**src/design/bqd_pkg.sv**
```systemverilog
// Shared types and constants for the cascaded biquad filter.
// No dependencies; imported by every module of the block except bqd_vram.
`default_nettype none

package bqd_pkg;

    localparam int WORD_W        = 32;
    localparam int COEFS_PER_SEC = 5;
    localparam int FRAC_SHIFT    = 2;
    localparam int CIDX_W        = 3;
    localparam int CSEC_W        = 3;
    localparam int NSEC_W        = 4;
    localparam int TDATA_W       = 72;

    // coefficient slots inside one section row
    localparam logic [CIDX_W-1:0] CI_A1 = 3'd0;
    localparam logic [CIDX_W-1:0] CI_A2 = 3'd1;
    localparam logic [CIDX_W-1:0] CI_B0 = 3'd2;
    localparam logic [CIDX_W-1:0] CI_B1 = 3'd3;
    localparam logic [CIDX_W-1:0] CI_B2 = 3'd4;

    typedef enum logic [3:0] {
        ST_IDLE,
        ST_FETCH,
        ST_MUL_A1,
        ST_MUL_A2,
        ST_MUL_B1,
        ST_MUL_B2,
        ST_MUL_B0,
        ST_ACC_B0,
        ST_DONE
    } seq_state_t;

    typedef enum logic [1:0] {
        OPB_DLY,
        OPB_W1,
        OPB_W2,
        OPB_W
    } opb_sel_t;

    typedef enum logic [2:0] {
        ACC_HOLD,
        ACC_INIT,
        ACC_SUB,
        ACC_LOAD,
        ACC_ADD
    } acc_op_t;

    typedef struct packed {
        opb_sel_t opb_sel;
        acc_op_t  acc_op;
        logic     cap_w1;
        logic     cap_w2;
        logic     cap_w;
        logic     dly_we;
        logic     dly_wsel_w;   // 1: write new w, 0: write old w1
    } mac_ctrl_t;

endpackage

`default_nettype wire

```
**src/design/bqd_mac.sv**
```systemverilog
// Shared multiply-accumulate datapath: one 32x32 signed multiplier
// (upper half registered), one add/sub accumulator, delay holding regs.
// Depends on bqd_pkg.
`default_nettype none

module bqd_mac (
    input  wire logic                  clk,
    input  wire bqd_pkg::mac_ctrl_t    ctrl,
    input  wire logic [31:0]           sample_in,
    input  wire logic [31:0]           coef_rdata,
    input  wire logic [31:0]           dly_rdata,
    output logic      [31:0]           dly_wdata,
    output logic      [31:0]           acc
);

    import bqd_pkg::*;

    logic signed [WORD_W-1:0]   op_a;
    logic signed [WORD_W-1:0]   op_b;
    logic signed [2*WORD_W-1:0] full_prod;
    logic [WORD_W-1:0]          prod_reg;
    logic [WORD_W-1:0]          acc_reg;
    logic [WORD_W-1:0]          acc_next;
    logic [WORD_W-1:0]          w1_reg;
    logic [WORD_W-1:0]          w2_reg;
    logic [WORD_W-1:0]          w_reg;

    always_comb
    begin
        op_a = $signed(coef_rdata);
        case (ctrl.opb_sel)
            OPB_DLY: op_b = $signed(dly_rdata);
            OPB_W1:  op_b = $signed(w1_reg);
            OPB_W2:  op_b = $signed(w2_reg);
            OPB_W:   op_b = $signed(w_reg);
            default: op_b = $signed(dly_rdata);
        endcase
    end

    assign full_prod = op_a * op_b;

    always_comb
    begin
        case (ctrl.acc_op)
            ACC_INIT: acc_next = sample_in;
            ACC_SUB:  acc_next = acc_reg - prod_reg;
            ACC_LOAD: acc_next = prod_reg;
            ACC_ADD:  acc_next = acc_reg + prod_reg;
            default:  acc_next = acc_reg;
        endcase
    end

    always_ff @(posedge clk)
    begin
        prod_reg <= full_prod[2*WORD_W-1:WORD_W];
        acc_reg  <= acc_next;
        if (ctrl.cap_w1)
        begin
            w1_reg <= dly_rdata;
        end
        if (ctrl.cap_w2)
        begin
            w2_reg <= dly_rdata;
        end
        // feedback sum, scaled back up by the fractional shift
        if (ctrl.cap_w)
        begin
            w_reg <= acc_reg << FRAC_SHIFT;
        end
    end

    assign dly_wdata = ctrl.dly_wsel_w ? w_reg : w1_reg;
    assign acc       = acc_reg;

endmodule

`default_nettype wire

```
**config.mk**
```make
export PLATFORM = sky130hd
export DESIGN_NAME = bqd_mac
export DESIGN_NICKNAME = d
export VERILOG_FILES = /design/src/design/bqd_pkg.sv /design/src/design/bqd_mac.sv
export SDC_FILE = /design/constraint.sdc
export NUM_CORES = 2
export LEC_CHECK = 0
export BUFFER_PORTS_ARGS = -buffer_cell sky130_fd_sc_hd__buf_2
export CAP_MARGIN = 20
export CELL_PAD_IN_SITES_DETAIL_PLACEMENT = 0
export CELL_PAD_IN_SITES_GLOBAL_PLACEMENT = 2
export CORE_ASPECT_RATIO = 1.5
export CORE_MARGIN = 2
export CORE_UTILIZATION = 47
export CTS_BUF_LIST = sky130_fd_sc_hd__clkbuf_2 sky130_fd_sc_hd__clkbuf_4 sky130_fd_sc_hd__clkbuf_8
export DETAILED_ROUTE_END_ITERATION = 12
export GPL_ROUTABILITY_DRIVEN = 0
export PLACE_DENSITY_LB_ADDON = 0.1
export SYNTH_ARGS = -nofsm -noshare
export SYNTH_HDL_FRONTEND = slang
export SYNTH_SLANG_ARGS = --single-unit
```
**constraint.sdc**
```tcl
create_clock -name clk -period 34.8 [get_ports clk]
set_clock_uncertainty 0.05 [all_clocks]
set_input_delay 8.7 -clock clk [delete_from_list [all_inputs] [get_ports clk]]
set_output_delay 8.7 -clock clk [all_outputs]
set_load 0.05 [all_outputs]
```
### Word-level counts from Yosys, hierarchy flattened

Index checks and enable logic that the tools add are counted.

| cells by class | value |
|---|---|
| add/subtract/negate cells | 2 |
| multiply operators | 1 |
| divide/modulo/power cells | 0 |
| order comparisons | 0 |
| equal/unequal tests | 7 |
| shifts and indexed selects | 0 |
| multiplexer cells | 3 |
| bitwise gates (word level) | 0 |
| reductions and logical operators | 2 |

Operators with widths:

| kind | number |
|---|---|
| $pmux W32 S4 | 2 |
| $mul A32 B32 Y64 | 1 |
| $add A32 B32 Y32 | 1 |
| $mux W32 | 1 |
| $sub A32 B32 Y32 | 1 |
| $eq A3 B2 Y1 const B | 2 |
| $eq A2 B2 Y1 const B | 2 |
| $reduce_bool A4 Y1 | 1 |
| $eq A3 B1 Y1 const B | 1 |
| $eq A3 B3 Y1 const B | 1 |
| $eq A2 B1 Y1 const B | 1 |
| $logic_not A2 Y1 | 1 |

| word-level totals | value |
|---|---|
| flip-flop bits (word level) | 158 |
| bits in latches | 0 |
| RAM bits | 0 |
| memory bits (read-only) | 0 |
| word-level logic and storage cells | 20 |
| memories kept | 0 |

### Depth between registers and ports, before layout

| depth | value |
|---|---|
| depth in word-level cells | 3 |
| depth in mapped cells | 32 |

### Least setup slack after synthesis

OpenSTA, ideal clock, no wires.

| path | value |
|---|---|
| path type | in2out |
| from | input ctrl[0] (netlist name) |
| to | output dly_wdata[0] |
| arrival | 9781 ps |
| path slack | 16269 ps |
| stages on the path | 3 |
| path buffers | 2 |
| path through | clkbuf_1 buf_1 nor2b_1 |

| on the way | value |
|---|---|
| word-level cells in the longest chain between the ends | 1 |

RTL lines:

| element | RTL line | RTL |
|---|---|---|
| start, declared | bqd_mac.sv:8 | `input wire bqd_pkg::mac_ctrl_t ctrl,` |
| $mux W32 | bqd_mac.sv:72 | `assign dly_wdata = ctrl.dly_wsel_w ? w_reg : w1_reg;` |
| end, declared | bqd_mac.sv:12 | `output logic [31:0] dly_wdata,` |

No other way between the ends.

### Worst setup path after layout

| path | value |
|---|---|
| from | input ctrl[0] (netlist name) |
| to | output dly_wdata[21] |

Same word-level chain as after synthesis.

==> results.md <==
- Number of nets at the end of the flow: 5807
- Hold buffers post-CTS: 0
- Cell breakdown of the critical path: buf_2 > mux2_2 > buf_2
- Die area: 95100 sq um
- Setup Buffers After CTS: 0
- Period utilisation layout: 54.3%
- Yosys synthesis warning count: 0
- Mean Syn Cell Area: 9.92 sq um
- Total wirelength of the detailed-routed design: 132000 um
- Crit-path slowest cell: sky130_fd_sc_hd__buf_2
- Category of the worst setup path capture point: primary output
- Cell repeated most along the worst path: sky130_fd_sc_hd__buf_2
- Post-synth EDFFs: 126
- Largest net degree at the start of global routing: 37
- Overall die width: 252 um
- Cell count after synthesis: 4385
- Max_cap viols: 0
- Number of CTS-inserted buffers: 17
- Path type of the worst min-delay path: reg -> reg
- Placement Rows: ~140
- Async set-reset flop share out of synthesis: 0%
- Area grow syn2layout: 5.36%
- Startpoint class of the critical path: input pin
- Worst slew margin relative to its limit: between 20% and 30%
- Post-Synthesis Cell Area: between 40000 and 50000 sq um
- Clock buffer depth: 2
- Minimum hold slack: 0.458 ns
- Post-synth top flop: sky130_fd_sc_hd__edfxtp_1
- Unique cell type count in the Yosys netlist: 68
- Largest delay contributor family on the critical path: buffers and inverters
- Post-route DRC violation count: 0
- Final Hold Viols: 0
- Effective utilization at floorplan: between 40% and 50%
- Vias after detailed routing: 30500
- Data arrival time of the critical path: a little over 10 ns
- H-tree Lvls: 4
- # IOs: 171
- CP Max Fanout: 32
- Worst path required time: roughly 26 ns
- Setup TNS Final: 0 ns
- Layout cells sized above 1: under 10%
- Total routing usage reported by global routing: 29.3%
- Pre-antenna DRT Iters: 5
- Count of instances resized after the clock tree is built: 0
- Worst-path clk slew: 0.09 ns
- Port Buffers: about 170
- Commonest non-fill, non-tap cell in the layout: sky130_fd_sc_hd__fa_1
- Number of buffers and inverters on the critical path: 2
- Slew at the pin closest to its max-slew limit: between 1 and 1.5 ns
- Library cell used as clock root buffer: sky130_fd_sc_hd__clkbuf_8
- Initial antenna violation count: 8
- Leading cell types in the layout, fill and taps excluded: sky130_fd_sc_hd__fa_1 (1082), sky130_fd_sc_hd__inv_1 (984), sky130_fd_sc_hd__nand2_1 (531), sky130_fd_sc_hd__and2_1 (507), sky130_fd_sc_hd__ha_1 (212)
- Final max-slew violation count: 0
- Total of flip-flops plus latches after synthesis: 158
- Proportion of synthesized chip area in sequential cells: 10.2%
- TritonCTS clock tree: built
- Fin crit period: ~19 ns
- First-pass GRT wire length: 207000 um
- Final setup viols: 0
- Setup repair after global routing missed its margin: false
- Total number of clock tree sinks: 158
- Average wire per standard cell: 23.6 um
- Insertion delay to the later sink of the worst-skew pair: 0.48 ns
- Synth Net Count: 5786
- HPWL after detailed placement: 102000 um
- Average via count per standard cell: 5.44
- Remaining number of nets flagged by the antenna check after routing: 0
- Via count of the first global-routing pass: 34700
- DR iter-0 viols: ~1600
- Critical Path Max Stage Delay: 0.67 ns
- Die Height: 377 um
- Standard cell core area: 91700 sq um
- Overflow left after global routing: 0
- Start-to-end type of the worst setup path: in -> out
- Highest clock frequency the design can meet: about 53 MHz
- Setup slack of the worst register-to-register path: ~25 ns
- Result of the run: finished, final reports clean
==> layout make-up <==
cell class | instances | area [sq um]
Antenna cell | 8 | 20.0
Sequential cell | 158 | 4420
Inverter | 984 | 3690
Clock buffer | 17 | 234
Timing Repair Buffer | 220 | 1230
Clock inverter | 15 | 170
Fill cell | 8775 | 45900
Tap cell | 1173 | 1470
Multi-Input combinational cell | 3025 | 34600
==> worst paths after layout <==
path | from | endpoint | cells past startpoint
max | ctrl[0] | dly_wdata[21] | 3
min | acc[2] | w_reg[4] | 0
max reg2reg | w_reg[5] | prod_reg[24] | 29
min reg2reg | acc[2] | w_reg[4] | 0
==> Yosys cell counts, types with 6 or more instances <==
master / count / area (sq um)
sky130_fd_sc_hd__a21o_1: 37 / 278
sky130_fd_sc_hd__a21oi_1: 88 / 440
sky130_fd_sc_hd__a22oi_1: 25 / 188
sky130_fd_sc_hd__a31oi_1: 11 / 68.8
sky130_fd_sc_hd__and2_1: 507 / 3170
sky130_fd_sc_hd__and3_1: 8 / 50.1
sky130_fd_sc_hd__buf_1: 6 / 22.5
sky130_fd_sc_hd__clkbuf_1: 212 / 796
sky130_fd_sc_hd__dfxtp_1: 32 / 641
sky130_fd_sc_hd__edfxtp_1: 126 / 3780
sky130_fd_sc_hd__fa_1: 1082 / 21700
sky130_fd_sc_hd__ha_1: 212 / 2650
sky130_fd_sc_hd__inv_1: 984 / 3690
sky130_fd_sc_hd__mux2_2: 34 / 383
sky130_fd_sc_hd__mux4_2: 29 / 653
sky130_fd_sc_hd__nand2_1: 531 / 1990
sky130_fd_sc_hd__nand2b_1: 13 / 81.3
sky130_fd_sc_hd__nand3_1: 22 / 110
sky130_fd_sc_hd__nand4_1: 14 / 87.6
sky130_fd_sc_hd__nor2_1: 73 / 274
sky130_fd_sc_hd__nor2b_1: 17 / 106
sky130_fd_sc_hd__nor3_1: 14 / 70.1
sky130_fd_sc_hd__o211ai_1: 8 / 60.1
sky130_fd_sc_hd__o21a_1: 12 / 90.1
sky130_fd_sc_hd__o21ai_0: 79 / 395
sky130_fd_sc_hd__o21bai_1: 8 / 60.1
sky130_fd_sc_hd__or2_2: 10 / 62.6
sky130_fd_sc_hd__or3_1: 6 / 37.5
sky130_fd_sc_hd__xnor2_1: 60 / 526
sky130_fd_sc_hd__xor2_1: 41 / 359
==> kinds of logic after synthesis <==
| logic type | after synthesis | share of synthesized area [%] |
|---|---|---|
| xor+xnor | 102 | 2.07 |
| simple gates | 1244 | 14.5 |
| flops | 158 | 10.2 |
| buf+inv | 1202 | 10.4 |
| fa+ha+maj | 1294 | 55.9 |
| compound gates | 319 | 4.61 |
| mux | 66 | 2.45 |
==> layer usage <==
layer | part of all wire [%] | GRT usage (%) | wire, um
met4 | 3.8 | 9.74 | 5020
met3 | 3.3 | 1.82 | 4300
met1 | 37 | 34.2 | 48700
met2 | 56 | 56.4 | 74100
met5 | 0 | 0 | 0
==> through the flow <==
step	instances	area (sq um)	util, %	setup WS, ns
final	5600	45800	50.0	15.92
after global routing	5597	45800	50.0	15.81
after CTS	5592	45800	50.0	15.93
after detailed placement	5560	45400	49.5	15.93
after global placement	5560	45400	49.5	15.93
after floorplan	4385	43500	-	16.27
Power is not shown: default switching activity piles up to over one toggle a cycle in this logic, so the estimate is an artifact.
