$ cat src/design/bqd_pkg.sv
// Shared types and constants for the cascaded biquad filter.
// No dependencies; imported by every module of the block except bqd_vram.
`default_nettype none

package bqd_pkg;

    localparam int WORD_W        = 32;
    localparam int COEFS_PER_SEC = 5;
    localparam int FRAC_SHIFT    = 2;
    localparam int CIDX_W        = 3;
    localparam int CSEC_W        = 3;
    localparam int NSEC_W        = 4;
    localparam int TDATA_W       = 72;

    // coefficient slots inside one section row
    localparam logic [CIDX_W-1:0] CI_A1 = 3'd0;
    localparam logic [CIDX_W-1:0] CI_A2 = 3'd1;
    localparam logic [CIDX_W-1:0] CI_B0 = 3'd2;
    localparam logic [CIDX_W-1:0] CI_B1 = 3'd3;
    localparam logic [CIDX_W-1:0] CI_B2 = 3'd4;

    typedef enum logic [3:0] {
        ST_IDLE,
        ST_FETCH,
        ST_MUL_A1,
        ST_MUL_A2,
        ST_MUL_B1,
        ST_MUL_B2,
        ST_MUL_B0,
        ST_ACC_B0,
        ST_DONE
    } seq_state_t;

    typedef enum logic [1:0] {
        OPB_DLY,
        OPB_W1,
        OPB_W2,
        OPB_W
    } opb_sel_t;

    typedef enum logic [2:0] {
        ACC_HOLD,
        ACC_INIT,
        ACC_SUB,
        ACC_LOAD,
        ACC_ADD
    } acc_op_t;

    typedef struct packed {
        opb_sel_t opb_sel;
        acc_op_t  acc_op;
        logic     cap_w1;
        logic     cap_w2;
        logic     cap_w;
        logic     dly_we;
        logic     dly_wsel_w;   // 1: write new w, 0: write old w1
    } mac_ctrl_t;

endpackage

`default_nettype wire

$ cat src/design/bqd_seq.sv
// Sequencer: steps the shared MAC through five products per section
// and walks the active sections. Depends on bqd_pkg.
`default_nettype none

module bqd_seq #(
    parameter int MAX_SECTIONS = 8,
    localparam int SEC_W = (MAX_SECTIONS > 1) ? $clog2(MAX_SECTIONS) : 1,
    localparam int CA_W  = $clog2(5 * MAX_SECTIONS),
    localparam int DA_W  = $clog2(2 * MAX_SECTIONS)
) (
    input  wire logic                 clk,
    input  wire logic                 rst_n,
    input  wire logic                 start,
    input  wire logic [3:0]           num_sections,
    input  wire logic                 out_free,
    output logic                      idle,
    output logic                      out_load,
    output bqd_pkg::mac_ctrl_t        ctrl,
    output logic      [CA_W-1:0]      coef_raddr,
    output logic      [DA_W-1:0]      dly_addr
);

    import bqd_pkg::*;

    seq_state_t        state_reg;
    seq_state_t        state_next;
    logic [SEC_W-1:0]  sec_reg;
    logic [SEC_W-1:0]  sec_next;
    logic [SEC_W-1:0]  last_reg;
    logic [SEC_W-1:0]  last_next;
    logic [SEC_W-1:0]  last_in;
    logic [CIDX_W-1:0] cidx;
    logic              dly_odd;
    logic              at_last;

    assign at_last = (sec_reg == last_reg);

    // zero sections runs one, above the maximum runs all
    always_comb
    begin
        if (num_sections == '0)
        begin
            last_in = '0;
        end
        else if (32'(num_sections) > MAX_SECTIONS)
        begin
            last_in = SEC_W'(MAX_SECTIONS - 1);
        end
        else
        begin
            last_in = SEC_W'(num_sections - 4'd1);
        end
    end

    always_comb
    begin
        state_next = state_reg;
        unique case (state_reg)
            ST_IDLE:   if (start) state_next = ST_FETCH;
            ST_FETCH:  state_next = ST_MUL_A1;
            ST_MUL_A1: state_next = ST_MUL_A2;
            ST_MUL_A2: state_next = ST_MUL_B1;
            ST_MUL_B1: state_next = ST_MUL_B2;
            ST_MUL_B2: state_next = ST_MUL_B0;
            ST_MUL_B0: state_next = ST_ACC_B0;
            ST_ACC_B0: state_next = at_last ? ST_DONE : ST_FETCH;
            ST_DONE:   if (out_free) state_next = ST_IDLE;
            default:   state_next = ST_IDLE;
        endcase
    end

    always_comb
    begin
        sec_next  = sec_reg;
        last_next = last_reg;
        if (state_reg == ST_IDLE && start)
        begin
            sec_next  = '0;
            last_next = last_in;
        end
        else if (state_reg == ST_ACC_B0 && !at_last)
        begin
            sec_next = sec_reg + 1'b1;
        end
    end

    always_comb
    begin
        idle         = 1'b0;
        out_load     = 1'b0;
        cidx         = CI_A1;
        dly_odd      = 1'b0;
        ctrl         = '0;
        ctrl.opb_sel = OPB_DLY;
        ctrl.acc_op  = ACC_HOLD;
        unique case (state_reg)
            ST_IDLE:
            begin
                idle = 1'b1;
                if (start)
                begin
                    ctrl.acc_op = ACC_INIT;
                end
            end
            ST_FETCH:
            begin
                cidx = CI_A1;
            end
            ST_MUL_A1:
            begin
                cidx        = CI_A2;
                dly_odd     = 1'b1;
                ctrl.cap_w1 = 1'b1;
            end
            ST_MUL_A2:
            begin
                cidx        = CI_B1;
                ctrl.cap_w2 = 1'b1;
                ctrl.acc_op = ACC_SUB;
            end
            ST_MUL_B1:
            begin
                cidx         = CI_B2;
                ctrl.opb_sel = OPB_W1;
                ctrl.acc_op  = ACC_SUB;
            end
            ST_MUL_B2:
            begin
                cidx         = CI_B0;
                ctrl.opb_sel = OPB_W2;
                ctrl.acc_op  = ACC_LOAD;
                ctrl.cap_w   = 1'b1;
            end
            ST_MUL_B0:
            begin
                ctrl.opb_sel = OPB_W;
                ctrl.acc_op  = ACC_ADD;
                ctrl.dly_we  = 1'b1;
                dly_odd      = 1'b1;
            end
            ST_ACC_B0:
            begin
                ctrl.acc_op     = ACC_ADD;
                ctrl.dly_we     = 1'b1;
                ctrl.dly_wsel_w = 1'b1;
            end
            ST_DONE:
            begin
                out_load = out_free;
            end
            default:
            begin
                idle = 1'b0;
            end
        endcase
    end

    assign coef_raddr = CA_W'(CA_W'(sec_reg) * CA_W'(COEFS_PER_SEC) + CA_W'(cidx));
    assign dly_addr   = DA_W'({sec_reg, 1'b0}) | DA_W'(dly_odd);

    always_ff @(posedge clk or negedge rst_n)
    begin
        if (!rst_n)
        begin
            state_reg <= ST_IDLE;
            sec_reg   <= '0;
            last_reg  <= '0;
        end
        else
        begin
            state_reg <= state_next;
            sec_reg   <= sec_next;
            last_reg  <= last_next;
        end
    end

endmodule

`default_nettype wire

$ cat config.mk
export PLATFORM = sky130hd
export DESIGN_NAME = bqd_seq
export DESIGN_NICKNAME = d
export VERILOG_FILES = /design/src/design/bqd_pkg.sv /design/src/design/bqd_seq.sv
export SDC_FILE = /design/constraint.sdc
export NUM_CORES = 1
export LEC_CHECK = 0
export ABC_AREA = 1
export BUFFER_PORTS_ARGS = -buffer_cell sky130_fd_sc_hd__buf_2
export CORE_MARGIN = 3
export CORE_UTILIZATION = 45
export DETAILED_ROUTE_END_ITERATION = 12
export PLACE_DENSITY_LB_ADDON = 0.15
export SYNTH_ARGS = -nofsm -noshare
export SYNTH_HDL_FRONTEND = slang
export SYNTH_SLANG_ARGS = --single-unit
export TNS_END_PERCENT = 20
$ cat constraint.sdc
create_clock -name clk -period 2.3 [get_ports clk]
set_clock_uncertainty 0.15 [all_clocks]
set_input_delay 0.115 -clock clk [delete_from_list [all_inputs] [get_ports clk]]
set_output_delay 0.115 -clock clk [all_outputs]
set_load 0.03 [all_outputs]
=== Yosys cells after proc, flatten, opt, wreduce, memory -nomap -nowiden ===
Index checks and enable logic that the tools add are counted.

* Add/subtract/negate cells: 3
* Multipliers: 1
* $lt $le $gt $ge: 1
* Eq/ne operators: 11
* Multiplexer cells: 20
* Bitwise operators: 1
* Reduce and logical (&&, ||, !) cells: 10

{| class="wikitable"
|+ Operators with widths
! cell !! number
|-
| one-hot mux 4 bit (9 select lines) || 1
|-
| one-hot mux 3 bit (4 select lines) || 2
|-
| == test 4 x 3 -> 1 bit (second input constant) || 4
|-
| 2-to-1 mux 3 bit || 4
|-
| 2-to-1 mux 4 bit || 3
|-
| 2-to-1 mux 1 bit || 9
|-
| == test 4 x 2 -> 1 bit (second input constant) || 2
|-
| logical NOT 4 bit || 2
|-
| adder 6 x 3 -> 6 bit || 1
|-
| multiplier 3 x 3 -> 6 bit (second input constant) || 1
|-
| one-hot mux 2 bit (3 select lines) || 1
|-
| OR reduction 2 bit || 3
|-
| == test 4 x 1 -> 1 bit (second input constant) || 1
|-
| == test 4 bit (second input constant) || 1
|-
| > comparator 4 bit (second input constant) || 1
|-
| inequality test 2 bit (second input constant) || 2
|-
| bitwise OR 4 x 1 -> 4 bit || 1
|-
| adder 3 x 1 -> 3 bit (second input constant) || 1
|-
| == test 3 bit || 1
|-
| subtractor 3 x 1 -> 3 bit (second input constant) || 1
|-
| logical AND 1 bit || 2
|-
| AND reduction 2 bit || 1
|-
| nonzero test 2 bit || 1
|-
| logical NOT 1 bit || 1
|}

* Bits in registers: 10
* Input bits: 8
* Output and inout port bits: 22
* Word-level logic and storage cells: 50

=== Logic depth before layout (Yosys ltp) ===
* Word-level depth: 5
* Mapped depth: 10
* Gate-level depth less buffers: 10

=== Worst setup path before layout ===
No wires, ideal clock.

* Path type: register to output
* From: register state_reg[3]
* To: output coef_raddr[5]
* Arrival time: 2.625 ns
* Data required time: 2.035 ns
* Slack: -0.590 ns
* Stages on the path, launching flop included: 11
* Buffers on the path: 0
* Path through: dfrtp_1 > inv_2 > nand2_4 > nor3_2 > inv_2 > nand2_2 > ha_1 > ha_1 > inv_1 > fa_1 > o21ai_0

* Longest elaborated chain between the ends: 3
* Elaborated cells on any way between the ends: 6

{| class="wikitable"
|+ RTL lines
! item !! RTL line !! RTL
|-
| start, declared || bqd_seq.sv:25 || <nowiki>seq_state_t state_reg;</nowiki>
|-
| start signal, assigned || bqd_seq.sv:171 || <nowiki>state_reg <= state_next;</nowiki>
|-
| == test 4 x 3 -> 1 bit or == test 4 x 2 -> 1 bit (tied branches) || bqd_seq.sv:96 || <nowiki>unique case (state_reg)</nowiki>
|-
| one-hot mux 3 bit (4 select lines) * || bqd_seq.sv:96 ||
|-
| adder 6 x 3 -> 6 bit * || bqd_seq.sv:158 || <nowiki>assign coef_raddr = CA_W'(CA_W'(sec_reg) * CA_W'(COEFS_PER_SEC) + CA_W'(cidx));</nowiki>
|-
| end, declared || bqd_seq.sv:19 || <nowiki>output logic [CA_W-1:0] coef_raddr,</nowiki>
|}

Mark *: on every way between the ends. The rest lies on a longest branch, timed or not.

=== Final worst setup path ===
* From: register state_reg[3]
* To: output coef_raddr[2]

Same word-level chain as after synthesis.

==> qor.txt <==
status: finished with violations
failing checks: negative setup slack
clock root cell: clkbuf_4
startpoint types: flip-flop
final worst setup slack: -144 ps
total track usage: 0.181
CTS tree: yes
Post-Synth Adder-Cell Area: 0.171
Async S/R FF share, synth: 1.00
Vias: 899
Worst Path Arrival: 2180 ps
Max stage delay cell, worst path: fa_2
fin util: 0.726
Max Slew Vio Count: 0
mux cell area share after synthesis: 0
ANT nets after route: 0
Starting Density: 0.503
input/output buffers: 29
# rows: 15
number of flip-flops in the largest register: 4
Syn Std Cell Area: 925 µm²
DRT Pass-1 Iters: 4
Synth cell types: 28
clk_lat worst skew: 270 ps
Slew HR: 0.789
Placer Congestion: 0.800
total grt overflow: 0
Nets: 181
worst path required time: 2040 ps
met2 layer usage reported by global route: 0.320
syn avg cell area: 7.97 µm²
xor and xnor area share after synthesis: 0.0379
CTS Sinks: 10
Synth Warn #: 0
die height: 51.3 µm
fin cells: 185
Post-synth EDFFs: 0
Crit path largest cell delay: 440 ps
vias in the first global route: 873
area grow syn2layout: 44.4%
top cells by count, synth: inv_1 (17), nand2_1 (17), ha_1 (11), dfrtp_1 (10), nor2_1 (10)
simple-gate share of the synthesized area: 0.355
endpoints failing setup: 4
Inst Count DP: 176
# diodes: 0
final WL: 2240 µm
CTS H-tree depth: 1
post-DP HPWL: 1720 µm
Max clock buf depth: 2
Top Ports: 30
Hold Fails Final Rpt: 0
dominant synthesized flop cell: dfrtp_1
maxcap violations: 0
Core Region: 0.00184 mm²
Tcrit/Tclk final: 1.06
grt met1 use: 0.224
synth top area cells: dfrtp_1 (27%), ha_1 (15%), inv_1 (6.9%)
first-pass GRT wire length: 3630 µm
global-route layer with the greatest usage: met2
CTS Buf Count: 3
crit-path cells: inv_2, nand2_4, nor3_4, inv_2, nand2_4, ha_4, ha_4, inv_2, fa_2, inv_4, buf_6
hold crit path type: in2reg
area of the multi-input gates: 661 µm²
Hold Path Stages: 4
Die Width: 51.3 µm
Via density: 4.86
RSZ-0062 raised after global routing: true
initial antenna violation count: 0
routing usage on met3: 0.0204
critical path fanouts, max: 4
post-synth net total: 136
fillers: 135
fraction of layout cells with a size suffix above 1: 0.475
fmax: 409 MHz
top cell type's share of synthesized area: 0.271
post-synthesis sequential area ratio: 0.271
largest family of logic cells by synthesized area: simple AND/OR/NAND/NOR gates
Seq cells post-synth: 10
Gate Count Post-Synth: 116
Sequential cell area: 253 µm²
DRC Markers: 0
minimum clock period: 2440 ps
Wirelength per Cell: 12.1 µm
kind of critical path: reg2out
compound-gate portion of the synthesized area: 0.0609
Clock Pin Slew Worst Setup and Hold Paths: 60 ps
pin count of the biggest net entering global routing: 11
most used cell along the critical path: inv_2
R2R depth: 7
Yosys top cell by area: dfrtp_1
drt initial violations: 9
endpoint type of the worst setup path: output pin
actual slew at the worst max-slew pin: 317 ps
die area: 0.00263 mm²
repair_timing:
| item | in CTS | in global routing |
|---|---|---|
| hold endpoints to repair | 10 | 0 |
| pin swaps | 6 | 0 |
| hold buffers | 1 | 0 |
| buffers inserted | 3 | 1 |
| gates cloned | 0 | 0 |
| gates resized for setup | 9 | 3 |
| setup endpoints to repair | 4 | 4 |
placed cells by master (no fill, tap or decap):
| master | n |
|---|---|
| xnor2_1 | 1 |
| dfrtp_2 | 2 |
| buf_4 | 12 |
| nand3_4 | 1 |
| o22ai_1 | 1 |
| inv_4 | 2 |
| xor2_2 | 1 |
| nor3_1 | 2 |
| nand2_1 | 17 |
| nor2_1 | 9 |
| dfrtp_1 | 8 |
| ha_4 | 2 |
| nor2_8 | 1 |
| ha_1 | 9 |
| nor2_4 | 2 |
| inv_2 | 7 |
| nor3_4 | 2 |
| nand2_4 | 5 |
| nor4_1 | 1 |
| nand4_1 | 3 |
| buf_6 | 3 |
| nor2_2 | 1 |
| or2_1 | 1 |
| clkbuf_8 | 1 |
| fa_2 | 1 |
| inv_1 | 15 |
| o21ai_0 | 1 |
| dlygate4sd3_1 | 1 |
| clkbuf_4 | 3 |
| xor2_1 | 1 |
| nand3_1 | 6 |
| o21ai_4 | 1 |
| o21ai_1 | 4 |
| nand2_2 | 2 |
| nand3_2 | 1 |
| xnor2_4 | 1 |
| buf_2 | 25 |
| a21oi_1 | 4 |
layer usage:
| layer | routed length (µm) | vias up | share of wire |
|---|---|---|---|
| li1 | - | 460 | - |
| met1 | 1030 | 413 | 0.46 |
| met2 | 1080 | 20 | 0.48 |
| met3 | 80 | 6 | 0.036 |
| met4 | 46 | 0 | 0.021 |
| met5 | 0 | - | 0 |
logic make-up after synthesis:
kind of cell	Yosys count
and+or+nand+nor	54
DFF	10
xor gates and xnor gates	4
buffers and inverters	25
AOI/OAI and AO/OA	11
adders and majority gates	12
worst max-delay path: cells and delay by family, from the launching register on:
family        cells  cell delay [ps]
fa+ha+maj         3              790
buf+inv           5              430
flops             1              400
simple gates      3              290
stage by stage:
| stage | setup slack [ps] | hold slack (ps) | area, µm² | setup TNS (ps) |
|---|---|---|---|---|
| after global routing | -240 | 58.9 | 1340 | -877 |
| after CTS | -128 | 38.7 | 1320 | -440 |
| after detailed placement | 14.1 | -162 | 1220 | 0 |
| after floorplan | -102 | -331 | 1000 | -228 |
| after global placement | 63.9 | -168 | 1220 | 0 |
| final | -144 | 54.1 | 1340 | -459 |
area by class of cell:
| class | instances | area share |
|---|---|---|
| Clock buffer | 4 | 0.0272 |
| Inverter | 24 | 0.0712 |
| Multi-Input combinational cell | 81 | 0.495 |
| Sequential cell | 10 | 0.189 |
| Tap cell | 25 | 0.0234 |
| Timing Repair Buffer | 41 | 0.194 |
worst paths after layout:
path	startpoint	to	slack [ps]
min reg2reg	state_reg[0]	state_reg[0]	380
max	state_reg[3]	coef_raddr[2]	-140
min	num_sections[0]	last_reg[0]	50
max reg2reg	state_reg[2]	last_reg[0]	720
max in group asynchronous	rst_n	state_reg[1]	1700
min in group asynchronous	rst_n	sec_reg[0]	90
Power is left out: the tool's default activity adds up to more than one toggle a clock period on the data nets, which glitch-free logic cannot reach.
