<file path="config.mk">
export PLATFORM = sky130hd
export DESIGN_NAME = bqd_vram
export DESIGN_NICKNAME = d
export VERILOG_FILES = /design/src/design/bqd_vram.sv
export SDC_FILE = /design/constraint.sdc
export NUM_CORES = 1
export LEC_CHECK = 0
export CAP_MARGIN = 15
export CELL_PAD_IN_SITES_DETAIL_PLACEMENT = 0
export CELL_PAD_IN_SITES_GLOBAL_PLACEMENT = 1
export CORE_ASPECT_RATIO = 0.9
export CORE_UTILIZATION = 29
export DETAILED_ROUTE_END_ITERATION = 7
export DONT_BUFFER_PORTS = 1
export PLACE_DENSITY = 0.44
export SETUP_SLACK_MARGIN = 0.4
export SLEW_MARGIN = 30
export SYNTH_ARGS = -nofsm -noshare
export SYNTH_HDL_FRONTEND = slang
export SYNTH_SLANG_ARGS = --single-unit
export TNS_END_PERCENT = 50
</file>
<file path="constraint.sdc">
create_clock -name clk -period 4 [get_ports clk]
set_input_delay 0.2 -clock clk [delete_from_list [all_inputs] [get_ports clk]]
set_output_delay 0.2 -clock clk [all_outputs]
set_load 0.01 [all_outputs]
</file>
<file path="src/design/bqd_vram.sv">
// Single-port-write / single-read memory with per-entry valid bits.
// Entries never written read as zero. Uses no package.
`default_nettype none

module bqd_vram #(
    parameter int DEPTH = 40,
    parameter int WIDTH = 32,
    localparam int AW = $clog2(DEPTH)
) (
    input  wire logic             clk,
    input  wire logic             rst_n,
    input  wire logic             we,
    input  wire logic [AW-1:0]    waddr,
    input  wire logic [WIDTH-1:0] wdata,
    input  wire logic [AW-1:0]    raddr,
    output logic      [WIDTH-1:0] rdata
);

    logic [WIDTH-1:0] mem_reg [DEPTH];
    logic [DEPTH-1:0] vld_reg;
    logic [WIDTH-1:0] rdata_reg;
    logic             rvld_reg;

    always_ff @(posedge clk)
    begin
        if (we)
        begin
            mem_reg[waddr] <= wdata;
        end
        rdata_reg <= mem_reg[raddr];
    end

    always_ff @(posedge clk or negedge rst_n)
    begin
        if (!rst_n)
        begin
            vld_reg  <= '0;
            rvld_reg <= 1'b0;
        end
        else
        begin
            if (we)
            begin
                vld_reg[waddr] <= 1'b1;
            end
            rvld_reg <= vld_reg[raddr];
        end
    end

    assign rdata = rvld_reg ? rdata_reg : '0;

endmodule

`default_nettype wire

</file>
# Word-level counts from Yosys, hierarchy flattened
# Memories as Yosys holds them, arrays and structs flattened. A register that Yosys moved wholly into a read port is not among the register bits.
# Cells that the tools add are included.
# classes
mux,7
bitwise_logic,1
reduce_logical,1
magnitude_cmp,3
# ops
operator,n
OR 40 bit,1
two-way mux 32 bit,1
less-than comparator 6 x 7 -> 1 bit (second input constant),2
binary-select mux 1 bit (select 6 bit),1
demux 1 bit (select 6 bit),1
greater-or-equal comparator 6 x 1 -> 1 bit (second input constant),1
two-way mux 1 bit,4
logical AND 1 bit,1
# word_totals
register_bits,41
ramBits,1280
mem_count,1
out_inout_bits,32
word_cells,15
inputBits,47
# memory_table
memory,words,width,read_ports,rd_ports_with_merged_regs,write_ports,line,source
mem_reg,40,32,1,1,1,19,logic [WIDTH-1:0] mem_reg [DEPTH];

# Logic depth before layout (Yosys ltp)
# Gate-level depths: netlist of the first run.
# logic_depth
word_depth,5
mapped_depth,10
ltp_nobuf,5

# Worst setup path after synthesis of the first run
# No wires, ideal clock.
# synth_path
kind,input -> register
start,input port waddr[5]
end,"memory mem_reg[16][0], enable pin"
stages,3
slack_ns,0.617
arrival_ns,2.921
required_ns,3.538
path_cell_list,nor4bb_1 -> nand2b_1 -> nor3_1
# synth_rtl
element,line,source
from (decl),13,"input wire logic [AW-1:0] waddr,"
to (decl),19,
# No word-level cell before the write port.

==> flow_summary.ini, run 1 <==
[outcome]
status = complete, no violations

[sta]
period_needed_ns = 3.24
fmax_mhz = 308
worst_pin_slew_ns = 0.902
hold_viol_final = 0
period_share = 0.811
drv_slew = 0
fin_skew_ns = 0.0255
setup_viol = 0
tns_ns = 0
rsz0062_at_grt = false
worst_slack_ns = 0.757
relSlewSlack = 0.399

[drt]
viasPerCell = 4.90
via_count = 25000
detail_route.drc_violations = 0
ant_nets = 0
wirelength_um = 159000
drtIter0Drc = 2236
wire_per_inst_um = 31.2
drt_first_pass_iters = 5

[synthesis]
yosysUniqueCellTypes = 35
yosys.area.top_type = edfxtp_1
ys_warn_count = 0
synth_most_common_cell = edfxtp_1
syn_inst = 2437
yosys-top-cells-count = edfxtp_1 (1,280), mux4_2 (264), mux2i_1 (162), nand2_1 (81), nand3_1 (70)
synthFlopType = edfxtp_1
syn_nets = 2484
yosysSeqAreaShare = 0.776
async_flop_share = 0.0303
synth.cell_area_mm2 = 0.0517
synth_edf_count = 1280
syn_avg_cell_area_um2 = 21.2
ys_ff_latch = 1353
synth_top_area_frac = 0.744
synth.top_cells.by_area = edfxtp_1 (74%), mux4_2 (12%), mux2i_1 (3.1%)

[worst_setup_path]
worstSetupPathType = input port to flip-flop
cp.required_ns = 4.71
reg2reg_slack_ns = 1.09
crit_path_end_kind = flip-flop
cp-start-kind = input port
critPathMaxFanout = 93
r2r-start = mem_reg[19][25]
rr_endpoint = rdata_reg[25]
reg2regPathDepth = 7
arrival_ns = 3.96

[clocking]
cts_resized = 0
cts_tree = done
clockRootBuffer = clkbuf_16
cts_max_level = 4
cts_made_buffers = 150
clock_path_buffers = 3
clkSinkCount = 1353
clk_latency_ns = 0.77
clk_pin_slew_worst_paths_ns = 0.06

[power_and_ir_drop]
p_int_mw = 24.1
pwr-share-seq = 0.515
pwr-share-clk = 0.434
power.switching_mw = 6.63
p_per_area_mw_per_mm2 = 503
peakVddDrop_mv = 0.360
finalPower_mw = 30.7
power.share.combinational = 0.051
switching_share = 0.216
cellLeakagePower_nw = 19.5

[finish]
largest_register_ff_count = 1280
final_design_area_no_fill_mm2 = 0.0611
syn_to_final_growth_pct = 18.2
multiInputGateArea_mm2 = 0.0112
drive_above_1_share = 0.268
fin_nets = 2668
fill_cells = 16600
regArea_mm2 = 0.0401

[global_routing]
met1_usage = 0.241
grt_pass1_vias = 26400
grt_usage = 0.178
grt_max_degree = 328
grt_pass1_wl_um = 219000
grt-ovfl-total = 0
use_met3 = 0.0338
antenna_found_initial = 12
busiest_layer = met2
grt_util_met2 = 0.296

[floorplanning]
fp.dieArea_mm2 = 0.180
coreArea_mm2 = 0.176
io-pin-count = 79
die_w_um = 447
fp.dieH_um = 402
start_util = 0.293
core.rowCount = 146

[place]
io_buffer_count = 0
place.gp.congestion = 0.741
hpwl_um = 85200
pre_cts_ws_ns = 1.36
placed_cell_area_mm2 = 0.0549

[job]
max-cap-violations = 0

[hold_path]
min_to = rdata_reg[2]
worstHoldStart = raddr[0]
hold_path.class = input port to flip-flop
hold_depth = 5
## final cells by class
cell class              count  area share
diodes                      3    0.000123
flip-flops and latches   1353       0.657
repair buffers            167      0.0338
multi-input cells         948       0.184
clock inverters            64     0.00842
inverters                   1   0.0000615
well taps                2368      0.0485
clock buffers             209      0.0685
## placed cells by master (no fill, tap or decap), types with 3 or more instances in the layout
cell type      count
clkbuf_8           8
edfxtp_1        1280
clkinvlp_4         3
nand2b_1           4
buf_16            12
clkinv_8           3
clkbuf_16        156
clkinv_2          21
buf_12            35
mux4_2           264
a22o_1            29
nor2b_1            8
dlygate4sd3_1     52
a31oi_1            7
dfxtp_1           32
nor2_4            40
a22oi_1           36
bufinv_16          6
a32oi_1            4
diode_2            3
and2_1            32
clkbuf_1          45
dfrtp_1           40
a21oi_1           30
buf_4             68
nor2_1             6
o22ai_1           29
mux2i_1          162
or2_2             40
clkinv_1          25
nand2_1           80
nand3_1           70
a211oi_1          29
inv_6              4
mux2_2            63
## per-layer routing
metal | share of wire | wire length [um]
met1 | 0.43 | 69000
met2 | 0.49 | 78500
met4 | 0.018 | 2830
met5 | 0.000082 | 13
met3 | 0.057 | 9080
## how the worst max path moves through the flow
stage / from / to / slack, ns / cells past startpoint
after floorplan: waddr[5] / mem_reg[16][0] / 0.62 / 3
after global placement: raddr[1] / rdata_reg[13] / 1.36 / 5
after detailed placement: raddr[0] / rdata_reg[1] / 1.36 / 5
after CTS: raddr[4] / rdata_reg[3] / 1.06 / 9
after global routing: raddr[0] / rdata_reg[1] / 0.65 / 8
final: raddr[0] / rdata_reg[1] / 0.76 / 8
## power by group through the flow
stage	combinational [mW]	clock, mW	sequential (mW)
6_report	1.58	13.3	15.8
5_1_grt	1.69	14.2	15.8
4_1_cts	1.52	13.7	15.8
3_5_place_dp	1.06	0	16.1
3_3_place_gp	1.05	0	16.1
2_1_floorplan	0.921	0	16.0
## timing repair
action / CTS / global route
buffers inserted: 0 / 0
hold buffers: 89 / 1
endpoints found under the hold margin: 1424 / 2
## through the flow
stage | std cells | utilization | hold WS [ns]
final | 5113 | 0.346 | 0.0670
after global placement | 4741 | 0.311 | -0.0892
after detailed placement | 4744 | 0.311 | -0.0889
after CTS | 5106 | 0.345 | 0.00152
after global routing | 5110 | 0.346 | 0.0235
after floorplan | 2437 | - | -0.0956
## kinds of logic (layout without fill, tap and decap cells)
| logic type | Yosys count | after routing | synth area share |
|---|---|---|---|
| AO/OA/AOI/OAI | 167 | 167 | 0.0228 |
| other | 0 | 3 | 0 |
| multiplexers | 489 | 489 | 0.160 |
| flip-flops | 1353 | 1353 | 0.776 |
| AND/OR/NAND/NOR | 292 | 292 | 0.0276 |
| buffers and inverters | 136 | 441 | 0.0132 |
## worst max-delay path: stages
cell and delay, ns:
buf_16 0.49, buf_16 0.53, inv_2 0.48, buf_4 0.40
mux2i_1 0.16, a211oi_1 0.57, a22o_1 0.24, dlygate4sd3_1 0.53
No activity file was read; power rests on OpenSTA's default activity.
==> inputs of run 2 (changes only) <==
==> constraint.sdc (replaced) <==
create_clock -name clk -period 3.13 [get_ports clk]
set_input_delay 0.1565 -clock clk [delete_from_list [all_inputs] [get_ports clk]]
set_output_delay 0.1565 -clock clk [all_outputs]
set_load 0.01 [all_outputs]
==> run 2 against run 1 <==
Effect of this change:
- utilization about the same
- cell area about the same
- register-to-register slack got worse by 0.60 ns
- clock power rose by 29%
- sequential power increased by 28%
- global-route usage shrank 1.0 points
- sequential cell count unchanged
- first-iteration DRC count fell by 13%
- setup slack got worse by 0.27 ns
- via count down 1.5%
- power grew 28%
- clock skew grew 0.0031 ns
==> flow_summary.ini, run 2 (synthesis gave the netlist of run 1 again) <==
[drt]
wl_met2_um = 69800
ant_nets = 0
wirelength_um = 149000
detail_route.drc_violations = 0
wl_met3_um = 7000
highest_layer = met5
drt_first_pass_iters = 5
routedLengthMet1_um = 68200
drtIter0Drc = 1943
via_count = 24700
wire_per_inst_um = 29.2
viasPerCell = 4.82

[worst_setup_path]
critPathTopFamily = multiplexers
worstSetupPathType = flip-flop to flip-flop
critPathMaxFanout = 1
arrival_ns = 3.31
cp_slowest_cell = dlygate4sd3_1
cp.required_ns = 3.80
cp-start-kind = flip-flop
cpPeakStageDelay_ns = 0.55
crit_chain = mux4_2 -> mux2_2 -> nand2_1 -> nand3_1 -> a22o_1 -> dlygate4sd3_1
crit_buf_inv = 1
crit_path_end_kind = flip-flop

[finish]
post-route-util = 0.346
syn_to_final_growth_pct = 18.2
fin_nets = 2669
final_cell_mix = edfxtp_1 (1,280), mux4_2 (264), mux2i_1 (162), clkbuf_16 (155), nand2_1 (80)
fill_cells = 16500
drive_above_1_share = 0.271
largest_register_ff_count = 1280
final_common_cell = edfxtp_1

[outcome]
status = complete, no violations

[sta]
fin_skew_ns = 0.0286
fmax_mhz = 378
period_share = 0.844
tns_ns = 0
period_needed_ns = 2.64
hold_viol_final = 0
drv_slew = 0
relSlewSlack = 0.0781
rsz0062_at_grt = false
worst_pin_slew_ns = 1.38
whs_ns = 0.0622
setup_viol = 0

[floorplanning]
core.rowCount = 146
start_util = 0.293
fp.dieH_um = 402
fp.dieArea_mm2 = 0.180
coreArea_mm2 = 0.176
die_w_um = 447
io-pin-count = 79

[clocking]
cts_max_level = 4
cts_tree = done
clk_latency_ns = 0.79
cts_hold_repair.buffers = 91
cts_resized = 0
clkSinkCount = 1353
postCtsSetupBuffers = 0
clockRootBuffer = clkbuf_16
cts_made_buffers = 150
clk_pin_slew_worst_paths_ns = 0.06
clock_path_buffers = 3

[job]
max-cap-violations = 0

[global_routing]
grt-ovfl-total = 0
antenna_found_initial = 11
grt_pass1_wl_um = 209000
grt_max_degree = 325
grt_pass1_vias = 26500
grt_usage = 0.168

[place]
io_buffer_count = 0
place.gp.congestion = 0.751
hpwl_um = 81900

[power_and_ir_drop]
peakVddDrop_mv = 0.560
p_per_area_mw_per_mm2 = 645
finalPower_mw = 39.4
cellLeakagePower_nw = 19.5

[hold_path]
hold_path.class = input port to asynchronous set/reset pin
[run 2: cell types whose count changed in the layout (fill, tap and decap cells not counted), moves of 3 or more]
cell       change
buf_4          +7
clkbuf_1       -3
buf_12         -3
clkinv_2       +3
bufinv_16      +3
clkinv_1       -3
diode_2        +3
[run 2: cell type report]
class / instances / area, um^2 / share of cell area
Clock buffer: 207 / 4170 / 0.0683
Antenna cell: 6 / 15.0 / 0.000246
Timing Repair Buffer: 168 / 1990 / 0.0326
Tap cell: 2368 / 2960 / 0.0485
Sequential cell: 1353 / 40100 / 0.656
Inverter: 1 / 3.75 / 0.0000614
Multi-Input combinational cell: 948 / 11200 / 0.184
Clock inverter: 69 / 621 / 0.0102
[run 2: routing by layer]
metal,up-vias,global-route usage
li1,10500,-
met1,13500,0.233
met2,513,0.262
met3,197,0.0351
met4,6,0.0544
met5,-,0
[run 2: path summary, 6_finish.rpt]
check	start	end	slack (ns)	cells after the start
setup / recovery	mem_reg[31][3]	rdata_reg[3]	0.49	6
hold / removal	rst_n	vld_reg[11]	0.06	3
setup reg to reg	mem_reg[31][3]	rdata_reg[3]	0.49	6
hold reg to reg	vld_reg[8]	vld_reg[8]	0.46	1
max in group asynchronous	rst_n	vld_reg[31]	2.80	3
min in group clk	raddr[2]	rdata_reg[28]	0.06	4
[run 2: metrics by stage]
stage	instance area [um^2]	cells	setup slack [ns]
2_1_floorplan	51700	2437	0.520
3_3_place_gp	54900	4746	0.408
3_5_place_dp	54900	4747	0.463
4_1_cts	61100	5114	0.486
5_1_grt	61100	5115	0.443
6_report	61100	5120	0.487
[run 2: worst register-to-register path, delay by kind of cell, from the launching register on]
family                 cells  cell delay (ns)
and+or+nand+nor            2             0.50
DFF                        1             0.35
AOI/OAI and AO/OA          1             0.34
muxes                      2             0.79
buffers and inverters      1             0.55
[run 2: power by group]
part / switching, mW / internal, mW / total, mW
clock network: 7.15 / 10.1 / 17.2
registers: 0.135 / 20.1 / 20.2
logic: 1.08 / 0.887 / 1.97
==> inputs of run 3 (changes only) <==
--- a/config.mk
+++ b/config.mk
@@ -5,6 +5,7 @@
 export SDC_FILE = /design/constraint.sdc
 export NUM_CORES = 1
 export LEC_CHECK = 0
+export ABC_AREA = 1
 export CAP_MARGIN = 15
 export CELL_PAD_IN_SITES_DETAIL_PLACEMENT = 0
 export CELL_PAD_IN_SITES_GLOBAL_PLACEMENT = 1
@@ -12,7 +13,7 @@
 export CORE_UTILIZATION = 29
 export DETAILED_ROUTE_END_ITERATION = 7
 export DONT_BUFFER_PORTS = 1
-export PLACE_DENSITY = 0.44
+export PLACE_DENSITY = 0.47
 export SETUP_SLACK_MARGIN = 0.4
 export SLEW_MARGIN = 30
 export SYNTH_ARGS = -nofsm -noshare
==> constraint.sdc (replaced) <==
create_clock -name clk -period 2.7 [get_ports clk]
set_input_delay 0.135 -clock clk [delete_from_list [all_inputs] [get_ports clk]]
set_output_delay 0.135 -clock clk [all_outputs]
set_load 0.01 [all_outputs]
==> run 3 against run 2 <==
Effect of this change:
- the flow now finishes with violations (hold timing)
- first-iteration DRC count rose by 83%
- setup slack got worse by 0.039 ns
- clock power rose by 16%
- register-to-register slack barely moved
- clock skew fell by 0.0052 ns
- sequential share of layout area fell by 3.2 points
- cell area rose by 5.2%
- sequential power rose by 16%
- largest cell class unchanged
- highest routed layer unchanged
==> flow_summary.ini, run 3 <==
[hold_path]
min_to = rdata_reg[6]
hold_path.class = input port to flip-flop
hold_depth = 4
worstHoldStart = raddr[0]

[floorplanning]
die_w_um = 456
fp.dieArea_mm2 = 0.187
fp.dieH_um = 411
io-pin-count = 79
coreArea_mm2 = 0.184
core.rowCount = 149
start_util = 0.293

[synthesis]
syn_avg_cell_area_um2 = 12.1
yosys-top-cells-count = edfxtp_1 (1,280), nand2_1 (1,274), nand3_1 (758), nor2_1 (259), o21ai_0 (196)
synth.cell_area_mm2 = 0.0538
yosysUniqueCellTypes = 26
ys_warn_count = 0
yosysSeqAreaShare = 0.745
syn_inst = 4439
synth_edf_count = 1280
syn_nets = 4486
synth_most_common_cell = edfxtp_1
ys_ff_latch = 1353
async_flop_share = 0.0303
yosys.area.top_type = edfxtp_1
synth.top_cells.by_area = edfxtp_1 (71%), nand2_1 (8.9%), nand3_1 (7.1%)
synthFlopType = edfxtp_1
synth_top_area_frac = 0.714

[power_and_ir_drop]
cellLeakagePower_nw = 22.7
p_per_area_mw_per_mm2 = 722
peakVddDrop_mv = 0.684
finalPower_mw = 46.4

[finish]
regArea_mm2 = 0.0401
post-route-util = 0.350
final_cell_mix = edfxtp_1 (1,280), nand2_1 (1,274), nand3_1 (758), nor2_1 (223), o21ai_0 (196)
multiInputGateArea_mm2 = 0.0123
syn_to_final_growth_pct = 19.5
fill_cells = 18100
drive_above_1_share = 0.107
largest_register_ff_count = 1280
final_common_cell = edfxtp_1
layout.cells.non_filler = 7156
fin_nets = 4658

[sta]
worst_slack_ns = 0.448
hold_viol_final = 1
period_share = 0.834
fin_skew_ns = 0.0234
rsz0062_at_grt = false
relSlewSlack = 0.366
period_needed_ns = 2.25
worst_pin_slew_ns = 0.951
drv_slew = 0
fmax_mhz = 444
whs_ns = -0.00445
setup_viol = 0

[global_routing]
grt_util_met2 = 0.326
grt_pass1_vias = 34000
grt_max_degree = 533
use_met3 = 0.0311
grt_pass1_wl_um = 272000
antenna_found_initial = 14
grt_usage = 0.205
grt-ovfl-total = 0
met1_usage = 0.292
busiest_layer = met2

[clocking]
clk_latency_ns = 0.80
cts_made_buffers = 147
cts_max_level = 4
clockRootBuffer = clkbuf_16
cts_tree = done
clkSinkCount = 1353
clock_path_buffers = 3
clk_pin_slew_worst_paths_ns = 0.06

[place]
place.gp.congestion = 0.734
dp.cells = 6737
hpwl_um = 95900
io_buffer_count = 0
pre_cts_ws_ns = 0.390

[worst_setup_path]
cpPeakStageDelay_ns = 0.66
critPathMaxFanout = 32
startpoint = raddr[4]
r2r-start = mem_reg[37][24]
reg2reg_slack_ns = 0.49
rr_endpoint = rdata_reg[24]
worst_path_most_repeated_cell = nand2_1
crit_chain = dlygate4sd3_1 -> buf_16 -> nor2_4 -> buf_4 -> nand3_1 -> nand2_1 -> nor2_1 -> nand2_1 -> nand2_1 -> dlygate4sd3_1
arrival_ns = 2.94
worstSetupPathType = input port to flip-flop
cp_slowest_cell = dlygate4sd3_1
crit_path_end_kind = flip-flop
cp-start-kind = input port
reg2regPathDepth = 6
cp.required_ns = 3.39

[drt]
drtIter0Drc = 3558
wire_per_inst_um = 27.7
viasPerCell = 4.96
detail_route.drc_violations = 0
drt_first_pass_iters = 6
via_count = 35500
wirelength_um = 198000
ant_nets = 0

[outcome]
violations = hold timing
status = finished with violations

[job]
max-cap-violations = 0
[run 3: changes by cell type after synthesis, sizes merged, moves of 36 or more]
cell,before,now
nand3,70,758
mux2,63,0
a22oi,36,0
nor2,46,259
mux2i,162,0
buf,82,162
inv,1,101
mux4,264,0
nand2,81,1274
clkbuf,53,124
o21ai,0,198
[run 3: per-layer routing]
metal | routed length, um | share of wire
met5 | 7 | 0.000035
met3 | 9840 | 0.050
met4 | 4890 | 0.025
met2 | 90900 | 0.46
met1 | 92500 | 0.47
[run 3: power by group]
| group | internal, mW | total, mW | switching [mW] | leakage, nW |
|---|---|---|---|---|
| combinational | 0.976 | 3.04 | 2.06 | 8.15 |
| sequential | 23.2 | 23.4 | 0.177 | 12.3 |
| clock | 11.4 | 19.9 | 8.58 | 2.28 |
[run 3: kinds of logic (layout without fill, tap and decap cells)]
family	after synthesis	after routing	share of synthesized area
AND/OR/NAND/NOR	2341	2341	0.183
flip-flops	1353	1353	0.745
buffers and inverters	387	680	0.0328
AO/OA/AOI/OAI	358	358	0.0386
other	0	8	0
[run 3: what timing repair did]
action / in CTS / in global routing
pin swaps: 0 / 2
hold buffers: 130 / 1
setup endpoints to repair: 25 / 19
gates resized for setup: 1 / 1
gates cloned: 0 / 7
endpoints found under the hold margin: 1554 / 1
setup buffers: 1 / 0
[run 3: worst max-delay path by stage]
stage	endpoint	slack [ns]
floorplan	mem_reg[18][0]	-0.33
CTS	rdata_reg[5]	0.40
global route	rdata_reg[30]	0.41
global placement	rdata_reg[15]	0.39
detailed placement	rdata_reg[15]	0.39
finish	rdata_reg[11]	0.45
[run 3: final cells by class]
| cell class | count | area share |
|---|---|---|
| Clock buffer | 210 | 0.0645 |
| Antenna cell | 8 | 0.000311 |
| Timing Repair inverter | 2 | 0.000350 |
| Timing Repair Buffer | 307 | 0.0580 |
| Clock inverter | 60 | 0.00816 |
| Inverter | 101 | 0.00654 |
| Tap cell | 2416 | 0.0470 |
| Sequential cell | 1353 | 0.624 |
| Multi-Input combinational cell | 2699 | 0.191 |
[run 3: per-stage QoR]
step | cell area (um^2) | setup TNS, ns
after floorplan | 53900 | -65.48
after global placement | 57500 | 0
after detailed placement | 57500 | 0
after CTS | 64000 | 0
after global routing | 64300 | 0
final | 64300 | 0
[run 3: worst max-delay path: cells and delay by family]
kind	cells	cell delay (ns)
AND/OR/NAND/NOR	6	0.95
buffers and inverters	4	1.79
